[config.mk]
export PLATFORM = sky130hd
export DESIGN_NAME = lru_page_replace_random_tie
export DESIGN_NICKNAME = d
export VERILOG_FILES = /design/src/hw/rtl/lprt_pkg.sv /design/src/hw/rtl/lprt_mod_unit.sv /design/src/hw/rtl/lprt_frame_store.sv /design/src/hw/rtl/lru_page_replace_random_tie.sv
export SDC_FILE = /design/constraint.sdc
export NUM_CORES = 1
export LEC_CHECK = 0
export BUFFER_PORTS_ARGS = -buffer_cell sky130_fd_sc_hd__buf_2
export CORE_MARGIN = 3
export CORE_UTILIZATION = 55
export CTS_CLUSTER_DIAMETER = 200
export DETAILED_ROUTE_END_ITERATION = 10
export GPL_TIMING_DRIVEN = 0
export PLACE_DENSITY = 0.86
export SYNTH_ARGS = -nofsm -noshare
export SYNTH_HDL_FRONTEND = slang
export SYNTH_SLANG_ARGS = --single-unit
[constraint.sdc]
create_clock -name clk -period 4.25 [get_ports clk]
set_clock_uncertainty 0.1 [all_clocks]
set_input_delay 0 -clock clk [delete_from_list [all_inputs] [get_ports clk]]
set_output_delay 0 -clock clk [all_outputs]
set_load 0.1 [all_outputs]
[src/hw/rtl/lprt_pkg.sv]
`timescale 1ns / 1ps
// ----------------------------------------------------------------------------
// lprt_pkg
// Shared types and constants of the LRU page replacement block.
// ----------------------------------------------------------------------------
package lprt_pkg;

  localparam int LFSR_W      = 16;
  localparam logic [LFSR_W-1:0] LFSR_TAPS = 16'hB400;
  localparam logic [LFSR_W-1:0] LFSR_INIT = 16'h0001;
  localparam int LFSR_CNT_W  = $clog2(LFSR_W);

  localparam int IN_PAGE_W   = 16;
  localparam int IN_TDATA_W  = 16;
  localparam int OUT_FRAME_W = 2;
  localparam int OUT_PAGE_W  = 16;
  localparam int OUT_TDATA_W = 24;

  typedef enum logic [4:0] {
    ST_IDLE = 5'b00001,
    ST_SCAN = 5'b00010,
    ST_DIV  = 5'b00100,
    ST_SEL  = 5'b01000,
    ST_UPD  = 5'b10000
  } state_t;

  typedef struct packed {
    logic en;
    logic alloc;
  } upd_cmd_t;

endpackage

[src/hw/rtl/lprt_mod_unit.sv]
`timescale 1ns / 1ps
// ----------------------------------------------------------------------------
// lprt_mod_unit
// Bit-serial remainder unit: LFSR value modulo a small count, one bit a cycle.
// ----------------------------------------------------------------------------
module lprt_mod_unit #(
  parameter int DIV_W = 3
) (
  input  logic                      clk,
  input  logic                      rst_n,
  input  logic                      start,
  input  logic [lprt_pkg::LFSR_W-1:0] dividend,
  input  logic [DIV_W-1:0]          divisor,
  output logic                      done,
  output logic [DIV_W-1:0]          rem
);
  import lprt_pkg::*;

  localparam logic [LFSR_CNT_W-1:0] LAST_STEP = LFSR_CNT_W'(LFSR_W - 1);

  logic                  active_r, active_nxt;
  logic                  done_r, done_nxt;
  logic [LFSR_CNT_W-1:0] step_r, step_nxt;
  logic [LFSR_W-1:0]     quo_r, quo_nxt;
  logic [DIV_W-1:0]      div_r, div_nxt;
  logic [DIV_W-1:0]      rem_r, rem_nxt;
  logic [DIV_W:0]        trial;

  always_comb begin
    active_nxt = active_r;
    done_nxt   = 1'b0;
    step_nxt   = step_r;
    quo_nxt    = quo_r;
    div_nxt    = div_r;
    rem_nxt    = rem_r;
    trial      = {rem_r, quo_r[LFSR_W-1]};
    if (start) begin
      active_nxt = 1'b1;
      step_nxt   = '0;
      quo_nxt    = dividend;
      div_nxt    = divisor;
      rem_nxt    = '0;
    end else if (active_r) begin
      if (trial >= {1'b0, div_r}) begin
        rem_nxt = DIV_W'(trial - {1'b0, div_r});
      end else begin
        rem_nxt = trial[DIV_W-1:0];
      end
      quo_nxt  = {quo_r[LFSR_W-2:0], 1'b0};
      step_nxt = step_r + 1'b1;
      if (step_r == LAST_STEP) begin
        active_nxt = 1'b0;
        done_nxt   = 1'b1;
      end
    end
  end

  always_ff @(posedge clk) begin
    if (!rst_n) begin
      active_r <= 1'b0;
      done_r   <= 1'b0;
      step_r   <= '0;
    end else begin
      active_r <= active_nxt;
      done_r   <= done_nxt;
      step_r   <= step_nxt;
    end
    quo_r <= quo_nxt;
    div_r <= div_nxt;
    rem_r <= rem_nxt;
  end

  assign done = done_r;
  assign rem  = rem_r;

endmodule

[src/hw/rtl/lprt_frame_store.sv]
`timescale 1ns / 1ps
// ----------------------------------------------------------------------------
// lprt_frame_store
// Frame valid bits, page numbers and recency ranks; one read port, LRU update.
// ----------------------------------------------------------------------------
module lprt_frame_store #(
  parameter int FRAME_COUNT = 4,
  parameter int PAGE_BITS   = 16,
  parameter int IDX_W       = 2,
  parameter int RANK_W      = 2,
  parameter int CNT_W       = 3
) (
  input  logic                 clk,
  input  logic                 rst_n,
  input  logic [IDX_W-1:0]     rd_idx,
  output logic                 rd_valid,
  output logic [PAGE_BITS-1:0] rd_page,
  output logic [RANK_W-1:0]    rd_rank,
  input  lprt_pkg::upd_cmd_t   upd,
  input  logic [IDX_W-1:0]     upd_idx,
  input  logic [CNT_W-1:0]     upd_limit,
  input  logic [PAGE_BITS-1:0] upd_page
);
  import lprt_pkg::*;

  logic                 valid_r [FRAME_COUNT];
  logic                 valid_nxt [FRAME_COUNT];
  logic [RANK_W-1:0]    rank_r [FRAME_COUNT];
  logic [RANK_W-1:0]    rank_nxt [FRAME_COUNT];
  logic [PAGE_BITS-1:0] page_r [FRAME_COUNT];

  assign rd_valid = valid_r[rd_idx];
  assign rd_page  = page_r[rd_idx];
  assign rd_rank  = rank_r[rd_idx];

  // touch: chosen frame becomes youngest, younger valid frames age by one
  always_comb begin
    for (int i = 0; i < FRAME_COUNT; i++) begin
      valid_nxt[i] = valid_r[i];
      rank_nxt[i]  = rank_r[i];
      if (upd.en) begin
        if (IDX_W'(i) == upd_idx) begin
          rank_nxt[i] = '0;
          if (upd.alloc) begin
            valid_nxt[i] = 1'b1;
          end
        end else if (valid_r[i] && (CNT_W'(rank_r[i]) < upd_limit)) begin
          rank_nxt[i] = rank_r[i] + 1'b1;
        end
      end
    end
  end

  always_ff @(posedge clk) begin
    for (int i = 0; i < FRAME_COUNT; i++) begin
      if (!rst_n) begin
        valid_r[i] <= 1'b0;
        rank_r[i]  <= '0;
      end else begin
        valid_r[i] <= valid_nxt[i];
        rank_r[i]  <= rank_nxt[i];
      end
    end
    if (upd.en && upd.alloc) begin
      page_r[upd_idx] <= upd_page;
    end
  end

endmodule

[src/hw/rtl/lru_page_replace_random_tie.sv]
`timescale 1ns / 1ps
// ----------------------------------------------------------------------------
// lru_page_replace_random_tie
// Fully associative LRU page replacement with LFSR choice among empty frames.
// ----------------------------------------------------------------------------
// Each page access word is handled by a sequencer around one shared frame
// compare: frames are scanned one per cycle through a single read port. A hit
// or a miss with all frames full needs only this scan before the update, and a
// hit stops the scan early. A miss while frames are still empty also runs a
// bit-serial modulo of the LFSR by the empty count and a second pass over the
// frames to pick the k-th empty frame; this happens only on the first
// FRAME_COUNT misses after reset. in_tready is low while a word is at work.
// The result sits in an output register so the next word can be accepted
// while it waits. There is no clearing pass after reset.
module lru_page_replace_random_tie #(
  parameter int FRAME_COUNT = 4,
  parameter int PAGE_BITS   = 16
) (
  input  logic                               clk,
  input  logic                               rst_n,
  // in_tdata: page_number[15:0]
  input  logic                               in_tvalid,
  output logic                               in_tready,
  input  logic [lprt_pkg::IN_TDATA_W-1:0]    in_tdata,
  // out_tdata: frame_index[1:0], evicted_valid[2], evicted_page[18:3], zero
  // out_tuser: hit[0]
  output logic                               out_tvalid,
  input  logic                               out_tready,
  output logic [lprt_pkg::OUT_TDATA_W-1:0]   out_tdata,
  output logic                               out_tuser,
  // cfg_data: random_seed[15:0]
  input  logic                               cfg_valid,
  output logic                               cfg_ready,
  input  logic [lprt_pkg::LFSR_W-1:0]        cfg_data
);
  import lprt_pkg::*;

  localparam int IDX_W  = $clog2(FRAME_COUNT);
  localparam int RANK_W = $clog2(FRAME_COUNT);
  localparam int CNT_W  = $clog2(FRAME_COUNT + 1);
  localparam logic [IDX_W-1:0] LAST_IDX   = IDX_W'(FRAME_COUNT - 1);
  localparam logic [CNT_W-1:0] FULL_LIMIT = CNT_W'(FRAME_COUNT);

  state_t               state_r, state_nxt;
  logic [IDX_W-1:0]     idx_r, idx_nxt;
  logic [PAGE_BITS-1:0] page_r, page_nxt;
  logic [CNT_W-1:0]     empty_cnt_r, empty_cnt_nxt;
  logic [RANK_W-1:0]    oldest_r, oldest_nxt;
  logic [IDX_W-1:0]     victim_r, victim_nxt;
  logic [PAGE_BITS-1:0] ev_page_r, ev_page_nxt;
  logic                 ev_valid_r, ev_valid_nxt;
  logic                 hit_r, hit_nxt;
  logic [CNT_W-1:0]     limit_r, limit_nxt;
  logic [CNT_W-1:0]     k_r, k_nxt;
  logic [LFSR_W-1:0]    lfsr_r, lfsr_nxt;

  logic                   out_valid_r, out_valid_nxt;
  logic                   out_hit_r;
  logic [OUT_FRAME_W-1:0] out_frame_r;
  logic                   out_ev_valid_r;
  logic [OUT_PAGE_W-1:0]  out_ev_page_r;

  logic                 rd_valid;
  logic [PAGE_BITS-1:0] rd_page;
  logic [RANK_W-1:0]    rd_rank;
  upd_cmd_t             upd;
  logic                 upd_fire;
  logic                 in_fire;
  logic                 div_start;
  logic                 div_done;
  logic [CNT_W-1:0]     div_rem;
  logic [CNT_W-1:0]     cnt_scan;
  logic [PAGE_BITS+IN_PAGE_W-1:0] in_page_ext;
  logic [PAGE_BITS+OUT_PAGE_W-1:0] ev_page_ext;
  logic [IDX_W+OUT_FRAME_W-1:0]   victim_ext;

  assign in_tready   = (state_r == ST_IDLE);
  assign in_fire     = in_tvalid && in_tready;
  assign cfg_ready   = 1'b1;
  assign upd_fire    = (state_r == ST_UPD) && (!out_valid_r || out_tready);
  assign in_page_ext = {{PAGE_BITS{1'b0}}, in_tdata[IN_PAGE_W-1:0]};
  assign ev_page_ext = {{OUT_PAGE_W{1'b0}}, ev_page_r};
  assign victim_ext  = {{OUT_FRAME_W{1'b0}}, victim_r};

  assign upd.en    = upd_fire;
  assign upd.alloc = !hit_r;

  lprt_frame_store #(
    .FRAME_COUNT (FRAME_COUNT),
    .PAGE_BITS   (PAGE_BITS),
    .IDX_W       (IDX_W),
    .RANK_W      (RANK_W),
    .CNT_W       (CNT_W)
  ) u_store (
    .clk       (clk),
    .rst_n     (rst_n),
    .rd_idx    (idx_r),
    .rd_valid  (rd_valid),
    .rd_page   (rd_page),
    .rd_rank   (rd_rank),
    .upd       (upd),
    .upd_idx   (victim_r),
    .upd_limit (limit_r),
    .upd_page  (page_r)
  );

  lprt_mod_unit #(
    .DIV_W (CNT_W)
  ) u_mod (
    .clk      (clk),
    .rst_n    (rst_n),
    .start    (div_start),
    .dividend (lfsr_r),
    .divisor  (cnt_scan),
    .done     (div_done),
    .rem      (div_rem)
  );

  always_comb begin
    state_nxt     = state_r;
    idx_nxt       = idx_r;
    page_nxt      = page_r;
    empty_cnt_nxt = empty_cnt_r;
    oldest_nxt    = oldest_r;
    victim_nxt    = victim_r;
    ev_page_nxt   = ev_page_r;
    ev_valid_nxt  = ev_valid_r;
    hit_nxt       = hit_r;
    limit_nxt     = limit_r;
    k_nxt         = k_r;
    lfsr_nxt      = lfsr_r;
    div_start     = 1'b0;
    cnt_scan      = empty_cnt_r + CNT_W'(!rd_valid);
    if (idx_r == '0) begin
      cnt_scan = CNT_W'(!rd_valid);
    end

    if (cfg_valid && cfg_ready) begin
      lfsr_nxt = (cfg_data == '0) ? LFSR_INIT : cfg_data;
    end

    case (state_r)
      ST_IDLE: begin
        if (in_fire) begin
          page_nxt     = in_page_ext[PAGE_BITS-1:0];
          idx_nxt      = '0;
          hit_nxt      = 1'b0;
          ev_valid_nxt = 1'b0;
          state_nxt    = ST_SCAN;
        end
      end
      ST_SCAN: begin
        empty_cnt_nxt = cnt_scan;
        if ((idx_r == '0) || (rd_rank > oldest_r)) begin
          oldest_nxt  = rd_rank;
          victim_nxt  = idx_r;
          ev_page_nxt = rd_page;
        end
        if (rd_valid && (rd_page == page_r)) begin
          hit_nxt    = 1'b1;
          victim_nxt = idx_r;
          limit_nxt  = CNT_W'(rd_rank);
          state_nxt  = ST_UPD;
        end else if (idx_r == LAST_IDX) begin
          limit_nxt = FULL_LIMIT;
          idx_nxt   = '0;
          if (cnt_scan != '0) begin
            div_start = 1'b1;
            state_nxt = ST_DIV;
          end else begin
            ev_valid_nxt = 1'b1;
            state_nxt    = ST_UPD;
          end
        end else begin
          idx_nxt = idx_r + 1'b1;
        end
      end
      ST_DIV: begin
        victim_nxt = '0;
        if (div_done) begin
          k_nxt     = div_rem;
          state_nxt = ST_SEL;
        end
      end
      ST_SEL: begin
        if (!rd_valid) begin
          if (k_r == '0) begin
            victim_nxt = idx_r;
            state_nxt  = ST_UPD;
          end else begin
            k_nxt = k_r - 1'b1;
          end
        end
        if (idx_r == LAST_IDX) begin
          state_nxt = ST_UPD;
        end else begin
          idx_nxt = idx_r + 1'b1;
        end
      end
      ST_UPD: begin
        if (upd_fire) begin
          if (!hit_r) begin
            lfsr_nxt = lfsr_r >> 1;
            if (lfsr_r[0]) begin
              lfsr_nxt = (lfsr_r >> 1) ^ LFSR_TAPS;
            end
          end
          state_nxt = ST_IDLE;
        end
      end
      default: begin
        state_nxt = ST_IDLE;
      end
    endcase

    out_valid_nxt = out_valid_r;
    if (upd_fire) begin
      out_valid_nxt = 1'b1;
    end else if (out_tready) begin
      out_valid_nxt = 1'b0;
    end
  end

  always_ff @(posedge clk) begin
    if (!rst_n) begin
      state_r     <= ST_IDLE;
      lfsr_r      <= LFSR_INIT;
      out_valid_r <= 1'b0;
      idx_r       <= '0;
    end else begin
      state_r     <= state_nxt;
      lfsr_r      <= lfsr_nxt;
      out_valid_r <= out_valid_nxt;
      idx_r       <= idx_nxt;
    end
    page_r      <= page_nxt;
    empty_cnt_r <= empty_cnt_nxt;
    oldest_r    <= oldest_nxt;
    victim_r    <= victim_nxt;
    ev_page_r   <= ev_page_nxt;
    ev_valid_r  <= ev_valid_nxt;
    hit_r       <= hit_nxt;
    limit_r     <= limit_nxt;
    k_r         <= k_nxt;
    if (upd_fire) begin
      out_hit_r      <= hit_r;
      out_frame_r    <= victim_ext[OUT_FRAME_W-1:0];
      out_ev_valid_r <= ev_valid_r;
      out_ev_page_r  <= ev_valid_r ? ev_page_ext[OUT_PAGE_W-1:0] : '0;
    end
  end

  assign out_tvalid = out_valid_r;
  assign out_tuser  = out_hit_r;
  assign out_tdata  = {{(OUT_TDATA_W - OUT_PAGE_W - OUT_FRAME_W - 1){1'b0}},
                       out_ev_page_r, out_ev_valid_r, out_frame_r};

`ifndef SYNTH
  a_accept_scan: assert property (@(posedge clk) disable iff (!rst_n)
    in_fire |=> (state_r == ST_SCAN))
    else $error("accepted word did not start a scan");

  a_hit_no_evict: assert property (@(posedge clk) disable iff (!rst_n)
    (out_valid_r && out_hit_r) |-> (!out_ev_valid_r && (out_ev_page_r == '0)))
    else $error("hit result reports an eviction");

  a_div_nonzero: assert property (@(posedge clk) disable iff (!rst_n)
    (state_r == ST_DIV) |-> (empty_cnt_r != '0))
    else $error("modulo started with zero empty frames");

  a_no_overwrite: assert property (@(posedge clk) disable iff (!rst_n)
    upd_fire |-> (!out_valid_r || out_tready))
    else $error("result register overwritten while held");

  a_lfsr_nonzero: assert property (@(posedge clk) disable iff (!rst_n)
    (lfsr_r != '0))
    else $error("tie-break LFSR reached zero");
`endif

endmodule
== Yosys cells after proc, flatten, opt, wreduce, memory -nomap -nowiden ==
Memories as Yosys holds them, arrays and structs flattened. A register that Yosys moved wholly into a read port is not among the register bits.
Index checks and enable logic that the tools add are counted.

* Shift-type cells: 0
* Order comparisons: 6
* Equal/unequal tests: 26
* Bitwise logic cells: 11
* Multipliers: 0
* Div/mod/pow operators: 0
* Add/sub/neg operators: 9
* Reductions and logical operators: 36
* Multiplexer cells: 95

{| class="wikitable"
|+ Operators with widths
! operator !! number
|-
| 16-bit two-way mux || 8
|-
| 2-bit two-way mux || 31
|-
| 5-bit two-way mux || 9
|-
| 1-bit two-way mux || 35
|-
| 5-bit case mux with 5 select lines || 1
|-
| 3-bit two-way mux || 6
|-
| 2-bit != test (second input constant) || 9
|-
| 16-bit equality test || 1
|-
| 16-bit logical NOT || 1
|-
| 2-bit by 3-bit less-than comparator with 1-bit output || 4
|-
| 3-bit != test (second input constant) || 4
|-
| 2-bit case mux with 3 select lines || 2
|-
| 4-bit AND reduction || 3
|-
| 2-bit by 1-bit adder with 2-bit output (second input constant) || 5
|-
| 2-bit nonzero test || 5
|-
| 3-bit nonzero test || 3
|-
| 1-bit logical AND || 8
|-
| 1-bit OR || 8
|-
| 3-bit case mux with 2 select lines || 1
|-
| 2-bit AND reduction || 3
|-
| 6-bit AND reduction || 1
|-
| 5-bit by 1-bit equality test with 1-bit output (second input constant) || 1
|-
| 5-bit by 2-bit equality test with 1-bit output (second input constant) || 1
|-
| 5-bit by 3-bit equality test with 1-bit output (second input constant) || 1
|-
| other kinds (24) || 32
|}

* Memories kept: 3
* Memory bits (writable): 76
* Bits in latches: 0
* Input bits: 37
* Bits in registers: 119
* Word-level logic and storage cells: 210
* Output and inout port bits: 28
* Bits in read-only memories: 0

{| class="wikitable"
|+ Memory list
! memory !! depth !! width !! read ports !! clocked after memory_dff !! write ports !! line !! RTL
|-
| u_store.page_r || 4 || 16 || 1 || 1 || 1 || lprt_frame_store.sv:30 || <nowiki>logic [PAGE_BITS-1:0] page_r [FRAME_COUNT];</nowiki>
|-
| u_store.rank_r || 4 || 2 || 5 || 1 || 4 || lprt_frame_store.sv:28 || <nowiki>logic [RANK_W-1:0] rank_r [FRAME_COUNT];</nowiki>
|-
| u_store.valid_r || 4 || 1 || 5 || 1 || 4 || lprt_frame_store.sv:26 || <nowiki>logic valid_r [FRAME_COUNT];</nowiki>
|}

== Logic depth before layout (Yosys ltp) ==
Gate-level depths: netlist of the first run.

* Depth after elaboration: 9
* Depth in mapped cells: 13
* Depth with buffers taken out: 11

== Hierarchy ==
A second synthesis of the first run with hierarchy kept.

* Cell total of the unflattened synthesis: 586
* Area total of the unflattened synthesis: 8428.1 µm²

{| class="wikitable"
|+ By module, submodules not included
! module !! times used !! seq. area each (µm²) !! area an instance (µm²) !! cells an instance
|-
| lru_page_replace_random_tie || 1 || 2492.4 || 3973.8 || 318
|-
| lprt_frame_store || 1 || 2172.1 || 3176.8 || 174
|-
| lprt_mod_unit || 1 || 750.7 || 1277.5 || 94
|}

== Worst setup path after synthesis of the first run ==
No wires, ideal clock.

* Kind: flip-flop to flip-flop
* From: register with a tool-made name
* To: register u_mod.quo_r[0] (enable)
* Required time: 3739 ps
* Slack: 495 ps
* Library setup time: 411 ps
* Clock period less this slack: 3755 ps
* Data arrival time: 3244 ps
* Stages on the path, launching flop included: 12
* Buffers on the path: 2
* Cells stage by stage: dfxtp_1 buf_6 buf_2 mux4_2 inv_1 ha_1 ha_1 xnor2_1 nor2_1 or3_1 nand2_1 o21ai_0

{| class="wikitable"
|+ RTL lines
! what !! line !! RTL
|-
| end signal: assignment || lprt_mod_unit.sv:68 || <nowiki>quo_r <= quo_nxt;</nowiki>
|-
| end: declaration || lprt_mod_unit.sv:24 || <nowiki>logic [LFSR_W-1:0] quo_r, quo_nxt;</nowiki>
|}

==> flow_summary.toml, run 1 <==
[synth]
synthFlopType = "edfxtp_1"
async_flop_share_pct = 0
yosys.cell_count.top_type = "edfxtp_1"
yosysWarnings = 0
syn_avg_cell_area_sq_um = 13.9
synth_edf_count = 151
synthTopCellsByArea = "edfxtp_1 54%, dfxtp_1 11%, mux2i_1 4.2%"
ys_seq_area_share_pct = 64.7
synth.cell_area_sq_um = 8430
synthCells = 604
ys_top_cells_by_count = "151 x edfxtp_1, 50 x nor2_1, 46 x dfxtp_1"
yosys.cell_types.count = 58
synth.ff_latch_count = 197
synth_top_cell_by_area = "edfxtp_1"
synth_top_area_share_pct = 53.8

[die]
die_w_um = 130
rows = 44
start_util_pct = 57.1
core_area_sq_um = 14800
dieHeight_um = 130
die-area_sq_um = 16800
io_pins = 65

[sta]
worst_slew_pin_slew_ns = 0.981
max_freq_ghz = 0.254
setup-violations-final = 0
rsz0062_at_grt = "false"
fin_hold_ws_ns = 0.0420
finalMaxSlewViolations = 0
slew_headroom_pct = 34.5
fin_tns_setup_ns = 0
hold_viol = 0
fin_crit_ns = 3.93
finalCritPeriodShare_pct = 92.6

[final_layout]
multi_input_comb_area_sq_um = 2730
fin_nets = 784
seq_area_sq_um = 5460
area_growth_pct = 18.7
drive_above_1_share_pct = 20.2
n_fill_cell = 935

[power_and_ir_drop]
powerDensity_nw_per_um2 = 444
p_leak_nw = 3.55
ir_drop_uv = 218

[drt]
initialDrtViolationCount = 632
drt-total-wl_um = 17200
firstDrtPassIters = 5
avgViaCountPerCell = 5.87
vias = 5446
ant_nets = 0
drc = 0
drt-wirelength-per-cell_um = 18.6

[clock_tree]
clkTransAtPathRegs_ns = 0.07
clk_latency_ns = 0.44
cts.sinks = 197
cts_tree = "yes"
ctsLongestPathBuffers = 2
post_cts_resized = 0
cts_buffers = 17
h-tree-depth = 4
cts_root_buffer = "clkbuf_16"

[min_path]
worstHoldPathType = "input port to flop"
min_path_cells = 4
hp-start = "cfg_valid"
whs_endpoint = "lfsr_r[9]$_SDFF_PN0_"

[placed_design]
portBuffers = 58
hpwlAfterDp_um = 11100
place.gp.congestion = 0.899

[outcome]
status = "complete, no violations"

[worst_setup_path]
critPathCaptureType = "flop"
worst-r2r-cell-count = 13
required_ns = 4.33
r2r_slack_ns = 0.32
worstSetupPathType = "flop to flop"
crit_fanout = 10
start_kind = "flop"
arrival_ns = 4.02
reg2reg_to = "u_mod.quo_r[2]$_DFFE_PP_"

[global_route]
grt_usage_pct = 21.4
grt_max_degree = 21
grt_pass1_vias = 5361
grt_antenna_before_repair = 1
grt_pass1_wl_um = 27500
overflow = 0

[job]
cap_viol_max_count = 0
[per-layer routing]
layer / global-route usage (%) / routed length (um)
met5: 0 / 0
met4: 10.8 / 569
met3: 4.54 / 1320
met2: 35.2 / 8550
met1: 27.2 / 6790
[stage by stage]
stage	setup WS (ns)	cells	area [sq um]	power [mW]	util [%]
after CTS	0.0902	926	9990	4.44	67.7
after detailed placement	0.131	854	9030	2.93	61.2
after floorplan	0.495	608	8440	2.77	-
final	0.315	928	10000	4.44	67.8
after global placement	-0.482	850	8960	2.89	60.7
after global routing	0.139	928	10000	4.59	67.8
[kinds of logic after synthesis]
kind of cell    after synthesis  share of synthesized area, %
fa+ha+maj                    17                          2.61
buf+inv                      57                          3.24
xor+xnor                     24                          2.49
compound gates               92                          7.13
mux                          65                          10.3
flops                       197                          64.7
other cells                   2                        0.0891
simple gates                150                          9.39
[state kept, by name, summed over array words and instances, names as in the netlist, 4 cells and up, named ones only]
register	flops
u_store.page_r	64
ev_page_r	16
lfsr_r	16
out_ev_page_r	16
page_r	16
u_mod.quo_r	16
u_store.rank_r	8
state_r	5
u_mod.step_r	4
u_store.valid_r	4
[cells in the final DEF, fill, tap and decap left out, drive strengths merged, types with 3 or more instances in the layout]
cell type    instances
edfxtp             151
buf                 79
nor2                50
dfxtp               46
dlygate4sd3         40
clkbuf              37
mux2i               35
inv                 32
a21oi               22
nand2               22
a211oi              21
and2                18
o21ai               18
mux2                17
ha                  16
mux4                13
xor2                13
nand2b              12
xnor2               11
nor3                10
nor2b                9
nor4                 7
a22oi                6
conb                 6
nand4                5
a31oi                4
or3                  3
o2bb2ai              3
o211ai               3
clkinv               3
[worst max-delay path by stage]
| stage | from | end | slack (ns) | depth (start not counted) |
|---|---|---|---|---|
| floorplan | flop | u_mod.quo_r[0]$_SDFFCE_PN0P_ | 0.49 | 11 |
| global route | flop | u_mod.quo_r[2]$_DFFE_PP_ | 0.14 | 13 |
| CTS | flop | ev_page_r[5]$_DFFE_PP_ | 0.09 | 9 |
| finish | flop | u_mod.quo_r[2]$_DFFE_PP_ | 0.32 | 13 |
| detailed placement | flop | ev_page_r[15]$_DFFE_PP_ | 0.13 | 9 |
| global placement | flop | u_mod.quo_r[2]$_DFFE_PP_ | -0.48 | 11 |
[worst max-delay path, stage by stage (launching register included)]
cell and delay, ns:
dfxtp_1 0.33, buf_6 0.19, buf_2 0.26, mux4_2 0.61, inv_1 0.19, ha_1 0.18
ha_1 0.15, xnor2_1 0.08, nor2_1 0.17, or3_1 0.20, nand2_1 0.17, nor3b_4 0.46
buf_6 0.26, mux2_4 0.33
[what timing repair did]
action / CTS / global route
hold buffers: 40 / 0
endpoints found under the hold margin: 40 / 0
setup buffers: 0 / 0
[power breakdown]
group | internal (mW) | switching (mW) | total, mW
clock network | 0.813 | 0.689 | 1.50
registers | 2.25 | 0.111 | 2.36
logic | 0.202 | 0.376 | 0.578
total | 3.26 | 1.18 | 4.44
[area by class of cell]
| cell class | instances | area share, % |
|---|---|---|
| multi-input combinational | 354 | 27.2 |
| tap | 184 | 2.30 |
| sequential | 197 | 54.5 |
| inverter | 26 | 0.976 |
| buffer | 31 | 1.75 |
| antenna | 1 | 0.0250 |
| clock inverter | 10 | 0.851 |
| timing repair buffer | 103 | 7.54 |
| clock buffer | 22 | 4.75 |
Power figures use the tool's default switching activity.
==> inputs of run 2 (changes only) <==
CORE_UTILIZATION = 60   (was 55)
GPL_TIMING_DRIVEN = not set   (was 0)
PLACE_DENSITY = 0.92   (was 0.86)
clock period = 3.98 ns   (was 4.25 ns; I/O delays follow)
==> flow_summary.toml, run 2 (synthesis results as in run 1) <==
[outcome]
status = "complete, no violations"

[final_layout]
n_fill_cell = 730
regMostFlops = "u_store.page_r"
area_growth_pct = 16.9
final_cell_mix = "151 x edfxtp_1, 58 x buf_2, 50 x nor2_1"
fin_nets = 762
drive_above_1_share_pct = 19.4
seq_area_sq_um = 5460
multi_input_comb_area_sq_um = 2720
largest_reg_flops = 64
final_common_cell = "edfxtp_1"
design_area_sq_um = 9850

[clock_tree]
cts_buffers = 17
cts_tree = "yes"
h-tree-depth = 4
cts_root_buffer = "clkbuf_16"
post_cts_resized = 0
ctsLongestPathBuffers = 2
clk_latency_ns = 0.45
cts.sinks = 197
clkTransAtPathRegs_ns = 0.07

[worst_setup_path]
slowest_delay_ns = 0.65
arrival_ns = 3.70
slowest_stage = "or4_4"
worstSetupPathType = "flop to flop"
path_cells = "mux4_2, xor2_1, nor4_1, o21ai_1, or4_4, nor3b_4, buf_12, mux2_4"
required_ns = 4.07
crit_fanout = 17
critPathCaptureType = "flop"
start_kind = "flop"

[sta]
hold_viol = 0
fin_tns_setup_ns = 0
setup-violations-final = 0
slew_headroom_pct = 19.8
fin_crit_ns = 3.60
rsz0062_at_grt = "false"
worst_slew_pin_slew_ns = 1.20
finalMaxSlewViolations = 0
max_freq_ghz = 0.277
finalCritPeriodShare_pct = 90.6

[placed_design]
placed_area_sq_um = 8870
portBuffers = 58
place.gp.congestion = 0.940
hpwlAfterDp_um = 11200

[drt]
drc = 0
avgViaCountPerCell = 6.28
drt-total-wl_um = 19300
drt-wirelength-per-cell_um = 21.5
vias = 5637
initialDrtViolationCount = 611
firstDrtPassIters = 7
ant_nets = 0

[power_and_ir_drop]
ir_drop_uv = 404
total_power_mw = 4.76
powerDensity_nw_per_um2 = 483
p_leak_nw = 3.48

[die]
core_area_sq_um = 13500
rows = 42
start_util_pct = 62.4
dieHeight_um = 125
die-area_sq_um = 15500
die_w_um = 125
io_pins = 65

[global_route]
grt_pass1_vias = 5665
grt_usage_pct = 25.7
overflow = 0
grt_max_degree = 38
grt_pass1_wl_um = 30700
grt_antenna_before_repair = 1

[min_path]
worstHoldPathType = "input port to flop"

[job]
cap_viol_max_count = 0
## run 2: cell count changes in the layout (fill, tap and decap cells not counted), sizes merged
cell and change:
clkbuf -19, buf -8, clkinvlp +2, clkinv +1, dlygate4sd3 +1, inv +1
## run 2: critical path: cells and delay by family, from the launching register on
kind                   cells  cell delay [ns]
AND/OR/NAND/NOR            3             1.30
multiplexers               2             0.89
flip-flops                 1             0.58
buffers and inverters      1             0.17
XOR/XNOR                   1             0.16
AO/OA/AOI/OAI              1             0.15
## run 2: per-stage QoR
step	hold slack, ns	std cells	setup WS, ns	utilization (%)
after floorplan	-0.00113	608	0.225	-
after global placement	0.0765	823	0.415	65.6
after detailed placement	0.0781	823	0.193	65.6
after CTS	0.00685	896	0.170	72.7
after global routing	0.0318	898	0.255	72.9
final	0.0474	898	0.375	72.9
## run 2: layer usage
layer,global-route usage (%),share of wire (%),vias up
met5,0,0,-
met4,13.0,4.1,0
met3,7.16,9.8,92
met2,40.8,48,415
met1,32.4,38,2688
li1,-,-,2442
## run 2: power by group
part | internal [mW] | leakage, nW | switching, mW
clock network | 0.816 | 0.262 | 0.788
registers | 2.40 | 1.75 | 0.141
logic | 0.210 | 1.48 | 0.403
total | 3.43 | 3.48 | 1.33
## run 2: final cells by class
type	instances	area share [%]
Timing Repair Buffer	112	8.23
Multi-Input combinational cell	354	27.6
Tap cell	176	2.24
Clock buffer	18	4.36
Sequential cell	197	55.4
Inverter	26	0.991
Clock inverter	14	1.18
Antenna cell	1	0.0254
## run 2: final timing paths
| check | slack, ns | depth (start not counted) | endpoint | start |
|---|---|---|---|---|
| worst max register to register | 0.38 | 8 | u_mod.quo_r[13]$_DFFE_PP_ | flop |
| worst max-delay path | 0.38 | 8 | u_mod.quo_r[13]$_DFFE_PP_ | flop |
| worst min register to register | 0.37 | 0 | out_tuser$_DFFE_PP_ | hit_r$_DFFE_PP_ |
| worst min-delay path | 0.05 | 3 | lfsr_r[7]$_SDFF_PN0_ | cfg_valid |
## run 2: repair_timing
| action | 4_1_cts | 5_1_grt |
|---|---|---|
| buffers inserted | 0 | 1 |
| hold buffers | 41 | 0 |
| endpoints found under the hold margin | 43 | 0 |
| setup endpoints to repair | 0 | 23 |
